===== src/hdl/adamu_pkg.sv =====
package adamu_pkg;

  localparam int QUEUE_DEPTH_DEF = 4;

  localparam logic [23:0] LR_RST  = 24'd16777;
  localparam logic [23:0] B1_RST  = 24'd15099494;
  localparam logic [23:0] B2_RST  = 24'd16760438;
  localparam logic [23:0] EPS_RST = 24'd1;
  localparam logic [24:0] C_RST   = 25'd16777216;
  localparam logic [24:0] ONE_Q24 = 25'h1000000;

  typedef enum logic [2:0] {
    CFG_LR  = 3'd0,
    CFG_B1  = 3'd1,
    CFG_B2  = 3'd2,
    CFG_EPS = 3'd3,
    CFG_C1  = 3'd4,
    CFG_C2  = 3'd5
  } cfg_idx_t;

  typedef struct packed {
    logic [23:0] lr;
    logic [23:0] b1;
    logic [23:0] b2;
    logic [23:0] eps;
    logic [24:0] c1;
    logic [24:0] c2;
  } cfg_t;

  typedef struct packed {
    logic signed [31:0] w;
    logic signed [31:0] g_out;
    logic signed [31:0] m;
    logic [30:0]        v;
    logic               active;
    logic               last;
  } item_t;

  typedef struct packed {
    logic  push;
    item_t data;
  } q_wr_t;

  typedef struct packed {
    logic  empty;
    item_t data;
  } q_rd_t;

endpackage


===== src/hdl/adamu_queue.sv =====
module adamu_queue #(
  parameter int DEPTH = adamu_pkg::QUEUE_DEPTH_DEF
) (
  input  logic              clk,
  input  logic              rst_n,
  input  adamu_pkg::q_wr_t  q_wr,
  output logic              q_full,
  input  logic              q_pop,
  output adamu_pkg::q_rd_t  q_rd
);
  import adamu_pkg::*;

  localparam int AW = (DEPTH > 1) ? $clog2(DEPTH) : 1;
  localparam int CW = $clog2(DEPTH + 1);

  item_t         mem_r [DEPTH];
  logic [AW-1:0] wp_r;
  logic [AW-1:0] rp_r;
  logic [CW-1:0] cnt_r;
  logic          do_push;
  logic          do_pop;

  assign q_full     = (cnt_r == CW'(DEPTH));
  assign q_rd.empty = (cnt_r == '0);
  assign q_rd.data  = mem_r[rp_r];
  assign do_push    = q_wr.push && !q_full;
  assign do_pop     = q_pop && !q_rd.empty;

  always_ff @(posedge clk) begin
    if (!rst_n) begin
      wp_r  <= '0;
      rp_r  <= '0;
      cnt_r <= '0;
    end else begin
      if (do_push) begin
        wp_r <= (wp_r == AW'(DEPTH - 1)) ? '0 : wp_r + 1'b1;
      end
      if (do_pop) begin
        rp_r <= (rp_r == AW'(DEPTH - 1)) ? '0 : rp_r + 1'b1;
      end
      if (do_push && !do_pop) begin
        cnt_r <= cnt_r + 1'b1;
      end else if (do_pop && !do_push) begin
        cnt_r <= cnt_r - 1'b1;
      end
    end
  end

  always_ff @(posedge clk) begin
    if (do_push) begin
      mem_r[wp_r] <= q_wr.data;
    end
  end

`ifndef NO_ASSERTIONS
  a_cnt_bound: assert property (@(posedge clk) disable iff (!rst_n)
    cnt_r <= CW'(DEPTH))
    else $error("queue count beyond depth");

  a_push_nonempty: assert property (@(posedge clk) disable iff (!rst_n)
    do_push |=> cnt_r != '0)
    else $error("queue empty after push");
`endif

endmodule


===== config.mk =====
export PLATFORM = sky130hd
export DESIGN_NAME = adamu_queue
export DESIGN_NICKNAME = d
export VERILOG_FILES = /design/src/hdl/adamu_pkg.sv /design/src/hdl/adamu_queue.sv
export SDC_FILE = /design/constraint.sdc
export NUM_CORES = 1
export LEC_CHECK = 0
export ABC_AREA = 1
export ABC_CLOCK_PERIOD_IN_PS = 9140
export BUFFER_PORTS_ARGS = -buffer_cell sky130_fd_sc_hd__buf_2
export CORE_MARGIN = 2
export CORE_UTILIZATION = 30
export DETAILED_ROUTE_END_ITERATION = 16
export MAX_ROUTING_LAYER = met4
export SKIP_CTS_REPAIR_TIMING = 1
export SLEW_MARGIN = 15
export SYNTH_ARGS = -nofsm -noshare
export SYNTH_HDL_FRONTEND = slang
export SYNTH_SLANG_ARGS = --single-unit

===== constraint.sdc =====
create_clock -name clk -period 9.14 [get_ports clk]
set_clock_uncertainty 0.15 [all_clocks]
set_input_delay 0.457 -clock clk [delete_from_list [all_inputs] [get_ports clk]]
set_output_delay 0.457 -clock clk [all_outputs]
set_load 0.1 [all_outputs]

==> summary.txt <==
Finish
  • Final Util: 0.384
  • Share of layout cells above drive strength 1: 0.212
  • Nets@finish: 1844
  • Post-route cell area: 24800 µm²
  • Syn-to-layout area delta: 26.2%
  • # fillers: 6052

Critical path
  • Critical path's slowest cell: buf_4
  • Crit end category: output pin
  • Critical Path, Cell by Cell: buf_4 > buf_4 > o21ai_0 > o22ai_1 > buf_2
  • Critical Path Start Type: flop
  • Critical Path Max Stage Delay: approximately 760 ps
  • Most Frequent Cell on Critical Path: buf_4
  • FF-to-FF path depth: 5
  • Critical path depth: 5
  • Crit Path Category: flop to output pin
  • CP arrival: 3610 ps
  • CP Data Required Time: 8530 ps
  • Critical path buffers and inverters: 3
  • Top delay family on crit path: buffers and inverters
  • Worst Path Max Fanout: 89

Global route
  • Initial antenna violation count: 3
  • Congestion Overflow GR: 0
  • First-pass GRT wire length: 68800 µm
  • Vias in the first global route: about 12000
  • Largest net degree at the start of global routing: 117
  • Total track usage: 0.137

STA
  • Fin. max-slew vios: 0
  • Worst Setup Slack, final: 4930 ps
  • Final setup fails: 0
  • Hold Violations, Final: 0
  • Period utilisation layout: 0.461
  • FMAX: 0.237 GHz
  • Final Critical Period: 4210 ps
  • Worst slew margin: 0.258
  • Setup TNS Final: 0 ps
  • RSZ-0062 raised after global routing: no
  • Least-Margin Pin Slew: 1110 ps

Placed design
  • Hpwl dp: 25500 µm
  • Post-place instance area: 21600 µm²
  • Routability cong.: 0.730
  • Port bufs: 263
  • Post-place setup slack: 5520 ps

Hold path
  • Worst hold path cell count: 3
  • Hold Path Class: primary input to flop

Synthesis
  • Cell taking the most area after synthesis: edfxtp_1
  • Most frequent cells after synthesis: 516 x edfxtp_1, 275 x nor2_1, 166 x o21ai_0
  • Most used DFF post-synth: edfxtp_1
  • Post-synth EDFFs: roughly 520
  • Ys async rst share: 0
  • Mapped cell area: 19600 µm²
  • Synth top area share: 0.789
  • Sequential share of the synthesized area: 0.798
  • Mapped Cells: 1319
  • Synth area leaders: edfxtp_1 79%, nor2_1 5.3%, o21ai_0 4.2%
  • Post-synth cell types: 20
  • Syn Area/Cell: 14.9 µm²
  • Post-synth net total: 1459
  • Cell with the most instances after synthesis: edfxtp_1
  • Yosys reg bits: 525
  • Yosys warns: 0

Floorplan
  • Row cnt: 93
  • DIE HEIGHT: 260 µm
  • Die ar.: 67500 µm²
  • Initial Util: 0.304
  • Placeable Area: 64600 µm²
  • Die width: 260 µm
  • I/O Pins: 264

Route
  • Vias per inst: 4.72
  • Drt first pass iters: 4
  • Average routed wire per standard cell: 18.0 µm
  • DRC viols: 0
  • DR vias: between 10000 and 15000
  • Antenna-violating nets left: 0
  • Drt total wl: 46800 µm
  • Initial drt markers: 829

CTS
  • H-tree depth reported by CTS: 2
  • Clk sink count: 525
  • CTS root buffer: clkbuf_16
  • Clk slew on worst S/H paths: about 60 ps
  • TritonCTS buffer count: 56
  • CTS tree: done
  • Clock Tree Buf Depth: 3
  • Clock Latency Late Sink: 580 ps

Outcome
  • Status: finished clean

Job
  • Max cap viols: 0
==> placed cells by master, fill, tap and decap left out, types with 3 or more instances in the layout <==
cell	instances
clkbuf_1	12
clkinv_1	8
nor2_4	4
inv_1	17
diode_2	3
edfxtp_1	516
o22ai_1	129
nand2_1	15
o21ai_1	94
clkbuf_16	57
o21ai_0	166
bufinv_16	6
clkinv_2	9
buf_4	17
dfxtp_1	7
buf_2	263
ha_1	6
dlygate4sd3_1	130
clkbuf_8	4
clkinvlp_4	5
nor2_1	271
==> kinds of logic (layout without fill, tap and decap cells) <==
group | after synthesis | count (layout) | synth area share
AO/OA/AOI/OAI | 391 | 391 | 0.108
flip-flops | 525 | 525 | 0.798
buffers and inverters | 103 | 531 | 0.0326
adder cells (fa/ha/maj) | 7 | 7 | 0.00484
other | 0 | 3 | 0
AND/OR/NAND/NOR | 293 | 293 | 0.0564
==> sequential cells by signal (all words and copies together), names as in the netlist, named ones only <==
name / count
mem_r: 516
cnt_r: 3
rp_r: 2
wp_r: 2
==> final cells by class <==
cell class | count | area, µm² | share of cell area
Clock inverter | 28 | 293 | 0.0118
Tap cell | 855 | 1070 | 0.0432
Inverter | 19 | 81.3 | 0.00328
Clock buffer | 73 | 1530 | 0.0616
Multi-Input combinational cell | 691 | 3350 | 0.135
Sequential cell | 525 | 15700 | 0.633
Antenna cell | 3 | 7.51 | 0.000303
Timing Repair Buffer | 411 | 2770 | 0.112
==> through the flow <==
stage,cells,hold slack (ps)
CTS,2472,-117
global route,2605,42.2
detailed placement,2371,360
floorplan,1319,330
finish,2605,52.9
global placement,2370,348
==> final timing paths <==
path	from	endpoint	slack, ps
min reg2reg	cnt_r[0]	cnt_r[0]	380
max	flop	q_rd[95]	4930
min	q_wr[129]	wp_r[1]	50
max reg2reg	cnt_r[0]	mem_r[1][45]	5900
==> worst register-to-register path, cell delays in order, from the launching register on <==
cell,delay [ps]
dfxtp_1,390
nor2_1,80
nand2_1,120
nand2_1,290
nor2_4,930
buf_4,870
==> routing by layer <==
metal | part of all wire | routed length (µm) | vias up | global-route usage
met5 | 0 | 0 | - | -
met1 | 0.43 | 20000 | 6117 | 0.165
met2 | 0.48 | 22300 | 355 | 0.219
met4 | 0.022 | 1010 | 0 | 0.0447
li1 | - | - | 5757 | -
met3 | 0.073 | 3430 | 78 | 0.0408
Power is left out: the tool's default activity adds up to more than one toggle a clock period on the data nets, which glitch-free logic cannot reach.
